<file path="config.mk">
export PLATFORM = sky130hd
export DESIGN_NAME = hid_keyboard_report_to_scancodes_flat
export DESIGN_NICKNAME = d
export VERILOG_FILES = /design/src/design/hidk_pkg.sv /design/src/design/hidk_if.sv /design/src/design/hidk_front.sv /design/src/design/hidk_queue.sv /design/src/design/hidk_back.sv /design/src/design/hid_keyboard_report_to_scancodes.sv /design/src/flat_wrapper.sv
export SDC_FILE = /design/constraint.sdc
export NUM_CORES = 2
export LEC_CHECK = 0
export ABC_CLOCK_PERIOD_IN_PS = 20100
export BUFFER_PORTS_ARGS = -buffer_cell sky130_fd_sc_hd__buf_4
export CAP_MARGIN = 20
export CORE_MARGIN = 1.5
export CORE_UTILIZATION = 65
export CTS_CLUSTER_SIZE = 30
export DETAILED_ROUTE_END_ITERATION = 7
export PLACE_DENSITY = 0.82
export SLEW_MARGIN = 20
export SYNTH_ARGS = -nofsm -noshare
export SYNTH_HDL_FRONTEND = slang
export SYNTH_SLANG_ARGS = --single-unit
</file>
<file path="constraint.sdc">
create_clock -name clk -period 20.1 [get_ports clk]
set_input_delay 2.01 -clock clk [delete_from_list [all_inputs] [get_ports clk]]
set_output_delay 2.01 -clock clk [all_outputs]
set_load 0.005 [all_outputs]
</file>
<file path="src/design/hidk_pkg.sv">
// Package for the HID keyboard report translator.
// Holds the event kinds, modifier and usage constants, the set-1 scancode table and the
// ASCII tables. No dependencies.
`timescale 1ns / 1ps

package hidk_pkg;

	localparam int MOD_W = 8;
	localparam int KEY_W = 8;
	localparam int MOD_EVENTS = 6;
	localparam int SCAN_LEN = 84;
	localparam int ASCII_LEN = 57;
	localparam int ASCII_FIRST = 4;

	localparam logic [1:0] KIND_SCAN = 2'd0;
	localparam logic [1:0] KIND_CHAR = 2'd1;
	localparam logic [1:0] KIND_CTRLC = 2'd2;

	localparam logic [7:0] MOD_SHIFT_MASK = 8'h22;
	localparam logic [7:0] MOD_CTRL_MASK = 8'h11;
	localparam logic [7:0] USAGE_C = 8'h06;
	localparam logic [7:0] CTRL_C_CHAR = 8'h03;

	localparam logic [7:0] MOD_MASK [0:MOD_EVENTS-1] = '{8'h01, 8'h02, 8'h04, 8'h10, 8'h20, 8'h40};
	localparam logic [7:0] MOD_SCAN [0:MOD_EVENTS-1] = '{8'h1D, 8'h2A, 8'h38, 8'h1D, 8'h36, 8'h38};

	localparam logic [7:0] SCAN_ROM [0:SCAN_LEN-1] = '{
		8'h00, 8'h00, 8'h00, 8'h00,
		8'h1E, 8'h30, 8'h2E, 8'h20, 8'h12, 8'h21, 8'h22, 8'h23,
		8'h17, 8'h24, 8'h25, 8'h26, 8'h32, 8'h31, 8'h18, 8'h19,
		8'h10, 8'h13, 8'h1F, 8'h14, 8'h16, 8'h2F, 8'h11, 8'h2D,
		8'h15, 8'h2C,
		8'h02, 8'h03, 8'h04, 8'h05, 8'h06, 8'h07, 8'h08, 8'h09, 8'h0A, 8'h0B,
		8'h1C, 8'h01, 8'h0E, 8'h0F, 8'h39,
		8'h0C, 8'h0D, 8'h1A, 8'h1B, 8'h2B, 8'h2B, 8'h27, 8'h28,
		8'h29, 8'h33, 8'h34, 8'h35,
		8'h3A,
		8'h3B, 8'h3C, 8'h3D, 8'h3E, 8'h3F, 8'h40, 8'h41, 8'h42, 8'h43, 8'h44, 8'h57, 8'h58,
		8'h00, 8'h46, 8'h00,
		8'hD2, 8'hC7, 8'hC9, 8'hD3, 8'hCF, 8'hD1, 8'hCD, 8'hCB, 8'hD0, 8'hC8,
		8'h45
	};

	localparam logic [7:0] PLAIN_ROM [0:ASCII_LEN-1] = '{
		8'h00, 8'h00, 8'h00, 8'h00,
		"a", "b", "c", "d", "e", "f", "g", "h", "i", "j", "k", "l",
		"m", "n", "o", "p", "q", "r", "s", "t", "u", "v", "w", "x", "y", "z",
		"1", "2", "3", "4", "5", "6", "7", "8", "9", "0",
		8'h0A, 8'h00, 8'h08, 8'h09, 8'h20,
		"-", "=", "[", "]", 8'h5C, 8'h00, ";", 8'h27, 8'h60, ",", ".", "/"
	};

	localparam logic [7:0] SHIFT_ROM [0:ASCII_LEN-1] = '{
		8'h00, 8'h00, 8'h00, 8'h00,
		"A", "B", "C", "D", "E", "F", "G", "H", "I", "J", "K", "L",
		"M", "N", "O", "P", "Q", "R", "S", "T", "U", "V", "W", "X", "Y", "Z",
		"!", "@", "#", "$", "%", "^", "&", "*", "(", ")",
		8'h0A, 8'h00, 8'h08, 8'h09, 8'h20,
		"_", "+", "{", "}", "|", 8'h00, ":", 8'h22, "~", "<", ">", "?"
	};

	typedef struct packed {
		logic [1:0] kind;
		logic [7:0] code;
		logic down;
	} evt_t;

	function automatic int job_width(input int slots);
		return 2 * MOD_W + slots * (2 * KEY_W + 2);
	endfunction

	function automatic logic [7:0] scan_of(input logic [7:0] code);
		logic [7:0] res;
		res = 8'h00;
		if (code < 8'(SCAN_LEN)) begin
			res = SCAN_ROM[code[6:0]];
		end
		return res;
	endfunction

	function automatic logic [7:0] ascii_of(input logic [7:0] code, input logic shift);
		logic [7:0] res;
		res = 8'h00;
		if (code >= 8'(ASCII_FIRST) && code < 8'(ASCII_LEN)) begin
			res = shift ? SHIFT_ROM[code[5:0]] : PLAIN_ROM[code[5:0]];
		end
		return res;
	endfunction

endpackage

</file>
<file path="src/design/hidk_if.sv">
// Handshake interfaces for the report input channel and the event output channel.
// No dependencies.
`timescale 1ns / 1ps

interface hidk_report_if #(parameter int KEY_SLOTS = 6) ();
	logic valid;
	logic ready;
	logic [7:0] modifier_bits;
	logic [KEY_SLOTS*8-1:0] key_slot;
	logic report_too_short;

	modport source(output valid, modifier_bits, key_slot, report_too_short, input ready);
	modport sink(input valid, modifier_bits, key_slot, report_too_short, output ready);
endinterface

interface hidk_event_if ();
	logic valid;
	logic ready;
	logic [1:0] event_kind;
	logic [7:0] code_value;
	logic key_down;
	logic last_of_run;

	modport source(output valid, event_kind, code_value, key_down, last_of_run, input ready);
	modport sink(input valid, event_kind, code_value, key_down, last_of_run, output ready);
endinterface

</file>
<file path="src/design/hidk_front.sv">
// Front end: accepts reports, compares them with the stored previous report and
// builds a job with new-key and released-key flags. Depends on hidk_pkg and hidk_if.
`timescale 1ns / 1ps

module hidk_front import hidk_pkg::*; #(
	parameter int KEY_SLOTS = 6,
	parameter int JOB_W = 124
) (
	input  logic clk,
	input  logic arst_n,
	hidk_report_if.sink rpt,
	output logic job_valid,
	input  logic job_ready,
	output logic [JOB_W-1:0] job_data
);

	logic [MOD_W-1:0] prev_mods_q;
	logic [KEY_SLOTS*KEY_W-1:0] prev_keys_q;
	logic [KEY_SLOTS-1:0] new_flag;
	logic [KEY_SLOTS-1:0] rel_flag;
	logic take;

	assign rpt.ready = job_ready;
	assign job_valid = rpt.valid && !rpt.report_too_short;
	assign take = rpt.valid && job_ready && !rpt.report_too_short;

	always_comb begin
		for (int i = 0; i < KEY_SLOTS; i++) begin
			logic held;
			logic still;
			held = 1'b0;
			still = 1'b0;
			for (int j = 0; j < KEY_SLOTS; j++) begin
				if (prev_keys_q[j*KEY_W +: KEY_W] == rpt.key_slot[i*KEY_W +: KEY_W]) begin
					held = 1'b1;
				end
				if (rpt.key_slot[j*KEY_W +: KEY_W] == prev_keys_q[i*KEY_W +: KEY_W]) begin
					still = 1'b1;
				end
			end
			new_flag[i] = (rpt.key_slot[i*KEY_W +: KEY_W] != '0) && !held;
			rel_flag[i] = (prev_keys_q[i*KEY_W +: KEY_W] != '0) && !still;
		end
	end

	assign job_data = {rel_flag, prev_keys_q, new_flag, rpt.key_slot, prev_mods_q,
		rpt.modifier_bits};

	always_ff @(posedge clk or negedge arst_n) begin
		if (!arst_n) begin
			prev_mods_q <= '0;
			prev_keys_q <= '0;
		end else if (take) begin
			prev_mods_q <= rpt.modifier_bits;
			prev_keys_q <= rpt.key_slot;
		end
	end

endmodule

</file>
<file path="src/design/hidk_queue.sv">
// Two-entry job queue between the front end and the event sequencer.
// Depends on nothing but its width parameter.
`timescale 1ns / 1ps

module hidk_queue #(
	parameter int WIDTH = 124
) (
	input  logic clk,
	input  logic arst_n,
	input  logic in_valid,
	output logic in_ready,
	input  logic [WIDTH-1:0] in_data,
	output logic out_valid,
	input  logic out_ready,
	output logic [WIDTH-1:0] out_data
);

	localparam int DEPTH = 2;

	logic [WIDTH-1:0] mem_q [0:DEPTH-1];
	logic wr_ptr_q;
	logic rd_ptr_q;
	logic [1:0] count_q;
	logic push;
	logic pop;

	assign in_ready = count_q != 2'(DEPTH);
	assign out_valid = count_q != 2'd0;
	assign out_data = mem_q[rd_ptr_q];
	assign push = in_valid && in_ready;
	assign pop = out_valid && out_ready;

	always_ff @(posedge clk) begin
		if (push) begin
			mem_q[wr_ptr_q] <= in_data;
		end
	end

	always_ff @(posedge clk or negedge arst_n) begin
		if (!arst_n) begin
			wr_ptr_q <= 1'b0;
			rd_ptr_q <= 1'b0;
			count_q <= 2'd0;
		end else begin
			if (push) begin
				wr_ptr_q <= !wr_ptr_q;
			end
			if (pop) begin
				rd_ptr_q <= !rd_ptr_q;
			end
			if (push && !pop) begin
				count_q <= count_q + 2'd1;
			end else if (pop && !push) begin
				count_q <= count_q - 2'd1;
			end
		end
	end

`ifndef SYNTHESIS
	a_count_bound: assert property (@(posedge clk) disable iff (!arst_n)
		count_q <= 2'(DEPTH))
		else $error("queue count beyond depth");
	a_ptr_gap: assert property (@(posedge clk) disable iff (!arst_n)
		(count_q == 2'd1) |-> (wr_ptr_q != rd_ptr_q))
		else $error("queue pointers disagree with count");
`endif

endmodule

</file>
<file path="src/design/hidk_back.sv">
// Event sequencer: takes one job at a time from the queue and sends its events one per
// cycle while the output is not stalled, through an output register. Depends on hidk_pkg and hidk_if.
`timescale 1ns / 1ps

module hidk_back import hidk_pkg::*; #(
	parameter int KEY_SLOTS = 6,
	parameter int JOB_W = 124
) (
	input  logic clk,
	input  logic arst_n,
	input  logic job_valid,
	output logic job_ready,
	input  logic [JOB_W-1:0] job_data,
	hidk_event_if.source evt
);

	localparam int NSTEP = MOD_EVENTS + 3 * KEY_SLOTS;
	localparam int OFF_KEYS = 2 * MOD_W;
	localparam int OFF_NEW = OFF_KEYS + KEY_SLOTS * KEY_W;
	localparam int OFF_PREV = OFF_NEW + KEY_SLOTS;
	localparam int OFF_REL = OFF_PREV + KEY_SLOTS * KEY_W;

	logic [JOB_W-1:0] job_q;
	logic busy_q;
	logic [NSTEP-1:0] done_q;
	logic out_valid_q;
	evt_t out_evt_q;
	logic out_last_q;

	logic [MOD_W-1:0] mods;
	logic [MOD_W-1:0] prev_mods;
	logic shift;
	logic ctrl;
	logic [NSTEP-1:0] step_valid;
	evt_t step_evt [NSTEP];
	logic [NSTEP-1:0] pending;
	logic [NSTEP-1:0] pick;
	evt_t sel_evt;
	logic adv;
	logic job_pop;
	logic emit;
	logic final_one;

	assign mods = job_q[0 +: MOD_W];
	assign prev_mods = job_q[MOD_W +: MOD_W];
	assign shift = |(mods & MOD_SHIFT_MASK);
	assign ctrl = |(mods & MOD_CTRL_MASK);

	always_comb begin
		for (int m = 0; m < MOD_EVENTS; m++) begin
			logic now;
			now = |(mods & MOD_MASK[m]);
			step_valid[m] = now != (|(prev_mods & MOD_MASK[m]));
			step_evt[m] = '{kind: KIND_SCAN, code: MOD_SCAN[m], down: now};
		end
		for (int i = 0; i < KEY_SLOTS; i++) begin
			logic [7:0] key;
			logic [7:0] pkey;
			logic is_cc;
			logic [7:0] sc;
			logic [7:0] ch;
			key = job_q[OFF_KEYS + i*KEY_W +: KEY_W];
			pkey = job_q[OFF_PREV + i*KEY_W +: KEY_W];
			is_cc = ctrl && (key == USAGE_C);
			sc = scan_of(key);
			ch = ascii_of(key, shift);
			step_valid[MOD_EVENTS + 2*i] = job_q[OFF_NEW + i] && (is_cc || sc != 8'h00);
			step_evt[MOD_EVENTS + 2*i] = is_cc ?
				evt_t'{kind: KIND_CTRLC, code: CTRL_C_CHAR, down: 1'b1} :
				evt_t'{kind: KIND_SCAN, code: sc, down: 1'b1};
			step_valid[MOD_EVENTS + 2*i + 1] = job_q[OFF_NEW + i] && !is_cc && ch != 8'h00;
			step_evt[MOD_EVENTS + 2*i + 1] = '{kind: KIND_CHAR, code: ch, down: 1'b1};
			step_valid[MOD_EVENTS + 2*KEY_SLOTS + i] = job_q[OFF_REL + i] &&
				scan_of(pkey) != 8'h00;
			step_evt[MOD_EVENTS + 2*KEY_SLOTS + i] =
				'{kind: KIND_SCAN, code: scan_of(pkey), down: 1'b0};
		end
	end

	assign pending = busy_q ? (step_valid & ~done_q) : '0;
	assign pick = pending & (~pending + NSTEP'(1));
	assign final_one = (pending & ~pick) == '0;

	always_comb begin
		sel_evt = '0;
		for (int s = 0; s < NSTEP; s++) begin
			if (pick[s]) begin
				sel_evt = sel_evt | step_evt[s];
			end
		end
	end

	assign adv = !out_valid_q || evt.ready;
	assign job_ready = !busy_q;
	assign job_pop = job_valid && !busy_q;
	assign emit = adv && (pending != '0);

	always_ff @(posedge clk) begin
		if (job_pop) begin
			job_q <= job_data;
		end
		if (emit) begin
			out_evt_q <= sel_evt;
			out_last_q <= final_one;
		end
	end

	always_ff @(posedge clk or negedge arst_n) begin
		if (!arst_n) begin
			busy_q <= 1'b0;
			done_q <= '0;
			out_valid_q <= 1'b0;
		end else begin
			if (adv) begin
				out_valid_q <= emit;
			end
			if (job_pop) begin
				busy_q <= 1'b1;
				done_q <= '0;
			end else if (busy_q && adv) begin
				done_q <= done_q | pick;
				if (final_one) begin
					busy_q <= 1'b0;
				end
			end
		end
	end

	assign evt.valid = out_valid_q;
	assign evt.event_kind = out_evt_q.kind;
	assign evt.code_value = out_evt_q.code;
	assign evt.key_down = out_evt_q.down;
	assign evt.last_of_run = out_last_q;

`ifndef SYNTHESIS
	a_done_subset: assert property (@(posedge clk) disable iff (!arst_n)
		busy_q |-> ((done_q & ~step_valid) == '0))
		else $error("completed step that was never valid");
	a_scan_nonzero: assert property (@(posedge clk) disable iff (!arst_n)
		(out_valid_q && out_evt_q.kind == KIND_SCAN) |-> (out_evt_q.code != 8'h00))
		else $error("scancode event with zero code");
	a_idle_after_last: assert property (@(posedge clk) disable iff (!arst_n)
		(emit && final_one) |=> !busy_q)
		else $error("sequencer still busy after final event");
	a_char_pressed: assert property (@(posedge clk) disable iff (!arst_n)
		(out_valid_q && out_evt_q.kind != KIND_SCAN) |-> out_evt_q.down)
		else $error("character event marked as release");
`endif

endmodule

</file>
<file path="src/design/hid_keyboard_report_to_scancodes.sv">
// Boot-keyboard report to set-1 scancode and ASCII event translator.
// A report is stored in the queue and then in the sequencer's job register; its events leave
// through the output register, one per cycle while the output is not stalled. A report with
// no events still passes through the sequencer; a short report is taken but builds no job.
// A two-entry job queue lets reports be taken while events are still being sent.
// Reset (arst_n, asynchronous, active low) clears the stored modifiers and keys to zero.
`timescale 1ns / 1ps

module hid_keyboard_report_to_scancodes import hidk_pkg::*; #(
	parameter int KEY_SLOTS = 6
) (
	input  logic clk,
	input  logic arst_n,
	hidk_report_if.sink rpt,
	hidk_event_if.source evt
);

	localparam int JOB_W = job_width(KEY_SLOTS);

	logic fq_valid;
	logic fq_ready;
	logic [JOB_W-1:0] fq_data;
	logic qb_valid;
	logic qb_ready;
	logic [JOB_W-1:0] qb_data;

	hidk_front #(
		.KEY_SLOTS(KEY_SLOTS),
		.JOB_W(JOB_W)
	) u_front (
		.clk(clk),
		.arst_n(arst_n),
		.rpt(rpt),
		.job_valid(fq_valid),
		.job_ready(fq_ready),
		.job_data(fq_data)
	);

	hidk_queue #(
		.WIDTH(JOB_W)
	) u_queue (
		.clk(clk),
		.arst_n(arst_n),
		.in_valid(fq_valid),
		.in_ready(fq_ready),
		.in_data(fq_data),
		.out_valid(qb_valid),
		.out_ready(qb_ready),
		.out_data(qb_data)
	);

	hidk_back #(
		.KEY_SLOTS(KEY_SLOTS),
		.JOB_W(JOB_W)
	) u_back (
		.clk(clk),
		.arst_n(arst_n),
		.job_valid(qb_valid),
		.job_ready(qb_ready),
		.job_data(qb_data),
		.evt(evt)
	);

endmodule
</file>
<file path="src/flat_wrapper.sv">
// flat-port wrapper written by rule: the top's interface ports become plain ports
module hid_keyboard_report_to_scancodes_flat import hidk_pkg::*;
#(
	parameter int KEY_SLOTS = 6
)
  (clk, arst_n, rpt_valid, rpt_modifier_bits, rpt_key_slot, rpt_report_too_short, rpt_ready, evt_valid, evt_event_kind, evt_code_value, evt_key_down, evt_last_of_run, evt_ready);
  hidk_report_if #(.KEY_SLOTS(KEY_SLOTS)) rpt_i ();
  hidk_event_if evt_i ();
  input  logic clk;
  input  logic arst_n;
  input wire logic [$bits(rpt_i.valid)-1:0] rpt_valid;
  input wire logic [$bits(rpt_i.modifier_bits)-1:0] rpt_modifier_bits;
  input wire logic [$bits(rpt_i.key_slot)-1:0] rpt_key_slot;
  input wire logic [$bits(rpt_i.report_too_short)-1:0] rpt_report_too_short;
  output wire logic [$bits(rpt_i.ready)-1:0] rpt_ready;
  output wire logic [$bits(evt_i.valid)-1:0] evt_valid;
  output wire logic [$bits(evt_i.event_kind)-1:0] evt_event_kind;
  output wire logic [$bits(evt_i.code_value)-1:0] evt_code_value;
  output wire logic [$bits(evt_i.key_down)-1:0] evt_key_down;
  output wire logic [$bits(evt_i.last_of_run)-1:0] evt_last_of_run;
  input wire logic [$bits(evt_i.ready)-1:0] evt_ready;
  assign rpt_i.valid = rpt_valid;
  assign rpt_i.modifier_bits = rpt_modifier_bits;
  assign rpt_i.key_slot = rpt_key_slot;
  assign rpt_i.report_too_short = rpt_report_too_short;
  assign rpt_ready = rpt_i.ready;
  assign evt_valid = evt_i.valid;
  assign evt_event_kind = evt_i.event_kind;
  assign evt_code_value = evt_i.code_value;
  assign evt_key_down = evt_i.key_down;
  assign evt_last_of_run = evt_i.last_of_run;
  assign evt_i.ready = evt_ready;
  hid_keyboard_report_to_scancodes #(.KEY_SLOTS(KEY_SLOTS)) u_core (.clk(clk), .arst_n(arst_n), .rpt(rpt_i), .evt(evt_i));
endmodule
</file>
Yosys cells after proc, flatten, opt, wreduce, memory -nomap -nowiden
Memories as Yosys holds them, arrays and structs flattened. A register that Yosys moved wholly into a read port is not among the register bits.
Cells that the tools add are included.
{ "op_classes": {"addsub": 3, "order_cmp": 42, "n_eq_ne": 85, "n_mux": 184, "n_bitwise": 48, "reduce_logical": 128} }
{ "ops": {"columns": ["op", "n"], "rows": [
  ["$eq 8x8->1", 72],
  ["$mux 8", 72],
  ["$mux 11", 29],
  ["$reduce_bool 8->1", 30],
  ["$ge 8x8->1 const B", 12],
  ["$lt 8x7->1 const B", 12],
  ["$not 7->8", 12],
  ["$mux 1", 77],
  ["$and 24x24->24", 3],
  ["$mux 24", 3],
  ["$not 24->24", 3],
  ["$or 11x10->11", 6],
  ["$or 11x11->11", 6],
  ["$or 11x9->11", 6],
  ["$logic_and 1x1->1", 57],
  ["$eq 8x3->1 const B", 6],
  ["$ge 8x3->1 const B", 6],
  ["$lt 8x6->1 const B", 6],
  ["$ge 7x7->1 const B", 6],
  ["$not 6->7", 6],
  ["$or 11x7->11", 3],
  ["$logic_not 1->1", 25],
  ["$add 24x1->24 const B", 1],
  ["$logic_not 24->1", 1],
  ["other kinds (14)", 30]
]} }
{ "word_totals": {"ff_bits": 98, "mem_bits_rw": 248, "romBits": 18432, "output_inout_bits": 14, "n_memories": 25} }
{ "mem_list": {"columns": ["memory", "words", "word_bits", "read_ports", "rd_clocked_by_memory_dff", "write_ports", "line_no", "source"], "rows": [
  ["(name not given)", 128, 8, 1, 0, 0, "hidk_pkg.sv:76", "res = SCAN_ROM[code[6:0]];"],
  ["(name not given)", 128, 8, 1, 0, 0, "hidk_pkg.sv:76", null],
  ["(name not given)", 128, 8, 1, 0, 0, "hidk_pkg.sv:76", null],
  ["(name not given)", 128, 8, 1, 0, 0, "hidk_pkg.sv:76", null],
  ["(name not given)", 128, 8, 1, 0, 0, "hidk_pkg.sv:76", null],
  ["(name not given)", 128, 8, 1, 0, 0, "hidk_pkg.sv:76", null],
  ["+19 memories", null, null, null, null, null, null, null]
]} }

Logic depth before layout (Yosys ltp)
{ "logic_depth": {"word_depth": 60, "mapped_depth": 19} }

By module
From an unflattened synthesis, not the netlist that was laid out.
{ "unflattened": {"hier_cells": 4201, "hier_area_um2": 38921.1} }
{ "modules_own_cells": {"columns": ["module", "n_inst", "cells_each", "area_per_inst_um2"], "rows": [
  ["hidk_back", 1, 3059, 22943.3],
  ["hidk_queue", 1, 404, 9339.0],
  ["hidk_front", 1, 738, 6638.9]
]} }

Worst setup path after synthesis
No wires, ideal clock.
{ "synth_path": {"kind": "input port to flip-flop", "startpoint": "input rpt_report_too_short", "endpoint": "memory u_core.u_queue.mem_q[0][0] (enable)", "setup_ns": 0.615, "t_arrival_ns": 8.367, "setup_slack_ns": 11.118, "path_stages": 5, "n_path_buf": 3, "path_cell_list": "and3b_1 -> clkbuf_1 -> buf_1 -> buf_1 -> nor2b_1"} }
{ "synth_via": {"elab_chain_len": 5} }
{ "synth_rtl": {"columns": ["element", "line_no", "source"], "rows": [
  ["from (decl)", "flat_wrapper.sv:14", "input wire logic [$bits(rpt_i.report_too_short)-1:0] rpt_report_too_short;"],
  ["$logic_not 1->1", "hidk_front.sv:24", "assign job_valid = rpt.valid && !rpt.report_too_short;"],
  ["$logic_and 1x1->1", "hidk_front.sv:24", null],
  ["$logic_and 1x1->1", "hidk_queue.sv:30", "assign push = in_valid && in_ready;"],
  ["via u_core.u_queue.push", "hidk_queue.sv:24", "logic push;"],
  ["$mux 1", "hidk_queue.sv:34", "if (push) begin"],
  ["$mux 1 (not written as such)", "hidk_queue.sv:35", "mem_q[wr_ptr_q] <= in_data;"],
  ["to (decl)", "hidk_queue.sv:20", "logic [WIDTH-1:0] mem_q [0:DEPTH-1];"]
]} }
The timed path passes the listed nets, and every way through them passes these cells.

==> summary.md <==
| Metric | Value |
|---|---|
| R2R Path Start | `u_core.u_back.job_q[17]` |
| Die W | `roughly 240 µm` |
| Leak | `between 10 and 15 nW` |
| Core area | `roughly 0.058 mm²` |
| Worst-path fanout max | `18` |
| Remaining global-route overflow | `0` |
| Yosys reg bits | `roughly 460` |
| Cell count after synthesis | `around 4,100` |
| EDFF count, synth | `between 300 and 400` |
| Critical path origin | `u_core.u_back.job_q[17]` |
| Cell mode on critical path | `a31oi_1` |
| Top Ports | `75` |
| Vias in the first global route | `around 32,000` |
| Register area share after synthesis | `35.1%` |
| Outcome | `finished, violations left` |
| Drt via density | `roughly 7.4` |
| Initial DRC Count | `around 6,800` |
| Worst hold path class | `flip-flop to flip-flop` |
| Clock skew | `26.9 ps` |
| Yosys Warn Count | `0` |
| Final Hold Violating Endpoints | `0` |
| Full die area | `about 0.060 mm²` |
| Startpoint types | `flip-flop` |
| CTS max path bufs | `3` |
| Share of cells above drive strength 1 | `12.5%` |
| Mapped Area | `around 0.038 mm²` |
| Final nets | `around 4,100` |
| Num CTS Buffers | `between 40 and 50` |
| HPWL after DPL | `just under 90,000 µm` |
| I/O Buffers | `around 70` |
| Post-synth top flop | `edfxtp_1` |
| P&R area growth vs syn | `4.86%` |
| Fill cells | `between 4,000 and 5,000` |
| Power density cells | `97.9 mW/mm²` |
| Drt wl/cell | `~27 µm` |
| GRT Total Usage | `between 40% and 50%` |
| Post_cts resized | `0` |
| Pre-antenna DRT Iters | `8` |
| Largest net degree at the start of global routing | `77` |
| CP peak stage delay | `around 1000 ps` |
| Max-slew violations | `0` |
| Crit end category | `flip-flop` |
| RSZ-0062 raised after global routing | `false` |
| Row cnt | `between 80 and 90` |
| Cell Chain, Critical Path | `inv_1 > ha_1 > mux2_2 > a221oi_1 > o21bai_1 > a31oi_1 > a31oi_1 > o31ai_2 > nand4_2 > nor3_2 > buf_4 > nand2_1 > o32ai_1 > a21oi_1 > nand4b_1` |
| Worst hold slack | `roughly 480 ps` |
| Buf+Inv Stages, Crit Path | `2` |
| DR vias | `between 30,000 and 40,000` |
| Worst-skew pair later-pin latency | `between 600 and 700 ps` |
| First-pass GRT wire length | `between 150,000 and 200,000 µm` |
| Setup violators final | `0` |
| Relative slew slack | `20.2%` |
| Min-delay src | `u_core.u_front.prev_mods_q[1]` |
| Ys async rst share | `18.4%` |
| Root buffer cell | `clkbuf_16` |
| Clock H-tree levels | `2` |
| Post-route ant nets | `0` |
| Syn_area_per_cell | `9.13 µm²` |
| Peak supply drop | `roughly 0.11 mV` |
| Final WL | `around 130,000 µm` |
| Biggest area consumer among synthesized cells | `edfxtp_1` |
| GP Congestion | `between 1 and 1.5` |
| Crit path max-delay family | `compound AO/OA/AOI/OAI gates` |
| Clk sinks | `456` |
| Post-synth cell types | `roughly 100` |
| Critical Setup Path Class | `flip-flop to flip-flop` |
| Initial Util | `65.7%` |
| Min Tclk post-route | `between 6000 and 7000 ps` |
| WP data arrival | `between 6000 and 7000 ps` |
| Initial antenna violation count | `3` |
| Number of max-cap violations | `0` |
| DRC Markers | `4` |
| Die height | `approximately 240 µm` |
| Worst-margin pin slew | `1190 ps` |
| Post-CTS Setup Inserts | `0` |
| CTS clk-pin slew, worst paths | `around 60 ps` |
| CP max-delay cell | `o32ai_1` |
| FMAX | `~0.16 GHz` |
| CTS tree | `yes` |
| Hold-fix buffers at CTS | `0` |
| Required time of the critical path | `~20,000 ps` |
| Setup TNS | `0 ps` |
| Synth area leaders | `edfxtp_1 (30%), mux2_2 (6.1%), dfrtp_1 (5.6%)` |
| Mapped Nets | `approximately 4,400` |
| Final Cycle Share | `30.6%` |
| Violated checks | `design-rule violations` |
| Area share of the largest cell type after synthesis | `between 20 and 30%` |
[path summary, 6_finish.rpt]
path / end / cells past startpoint / slack (ps)
hold / removal: u_core.u_queue.mem_q[0][9] / 0 / 480
min in group asynchronous: u_core.u_front.prev_keys_q[7] / 1 / 1330
hold reg to reg: u_core.u_queue.mem_q[0][9] / 0 / 480
max in group asynchronous: u_core.u_queue.rd_ptr_q / 2 / 17470
setup reg to reg: u_core.u_back.evt.code_value[2] / 15 / 13940
setup / recovery: u_core.u_back.evt.code_value[2] / 15 / 13940
[synth_stat cells (all sizes together) (31+ instances only)]
cell / count
nand4: 64
buf: 156
edfxtp: 372
nor2b: 91
o22ai: 35
o21ai: 206
a21oi: 240
mux2: 205
and2: 31
or3: 35
dfrtp: 84
nand3b: 31
nand2b: 108
a311oi: 31
o31ai: 34
nor4: 106
clkbuf: 249
nor2: 266
inv: 97
a211oi: 65
nand3: 79
xnor2: 96
xor2: 204
o211ai: 54
nand2: 279
mux2i: 53
ha: 156
a31oi: 65
nor3: 98
[power breakdown]
part	leakage [nW]	switching, mW	internal (mW)
Combinational	9.05	0.769	0.559
Clock	0.780	0.399	0.515
Sequential	4.34	0.371	1.27
Total	14.2	1.54	2.34
[cell usage in the layout, fill, tap and decap left out, types with 96 or more instances in the layout]
cell type / instances
nor3_1: 97
nor2_1: 265
nand2b_1: 107
buf_4: 121
ha_1: 156
o21ai_0: 200
mux2_2: 204
edfxtp_1: 372
a21oi_1: 240
xor2_1: 204
nor4_1: 106
xnor2_1: 96
nand2_1: 279
[registers in the layout (all words and copies together) (netlist names)]
signal / count
u_core.u_queue.wr_ptr_q: 1
u_core.u_back.evt.code_value: 8
u_core.u_back.evt.event_kind: 2
u_core.u_queue.mem_q: 240
u_core.u_back.done_q: 24
u_core.u_queue.rd_ptr_q: 1
u_core.u_front.prev_keys_q: 48
u_core.u_back.busy_q: 1
u_core.u_back.job_q: 120
u_core.u_back.evt.valid: 1
u_core.u_back.evt.key_down: 1
u_core.u_front.prev_mods_q: 6
u_core.u_queue.count_q: 2
u_core.u_back.evt.last_of_run: 1
[cells by family after synthesis]
family	after synthesis	synth area share, %
AND/OR/NAND/NOR	1315	18.2
AO/OA/AOI/OAI	1128	20.7
buffers and inverters	513	5.61
flip-flops	456	35.1
XOR/XNOR	300	6.95
multiplexers	271	8.28
adder cells (fa/ha/maj)	158	5.21
[routing by layer]
| layer | global-route usage, % | wire (µm) | up-vias | share of wire, % |
|---|---|---|---|---|
| li1 | - | - | 15100 | - |
| met1 | 54.9 | 46900 | 16400 | 37 |
| met2 | 62.5 | 55400 | 2677 | 43 |
| met3 | 9.66 | 16500 | 579 | 13 |
| met4 | 23.1 | 8410 | 8 | 6.6 |
| met5 | 1.39 | 165 | - | 0.13 |
[area by class of cell]
cell class	instances	area (µm²)	share of cell area, %
clock inverters	29	300	0.757
diodes	2	5.00	0.0126
inverters	108	410	1.03
flip-flops and latches	456	13300	33.5
multi-input cells	3172	22400	56.6
well taps	765	957	2.41
repair buffers	124	955	2.41
clock buffers	62	1310	3.29
[per-stage QoR]
step | setup slack (ps) | util [%] | area (µm²) | cells | total power [mW]
after detailed placement | 14500 | 66.0 | 38000 | 4623 | 2.90
final | 13940 | 68.9 | 39700 | 4718 | 3.88
after floorplan | 11120 | - | 37800 | 4141 | 2.48
after global routing | 13790 | 68.9 | 39600 | 4716 | 4.00
after global placement | 14510 | 66.0 | 38000 | 4622 | 2.85
after CTS | 14450 | 68.8 | 39600 | 4714 | 3.81
No activity file was read; power rests on OpenSTA's default activity.
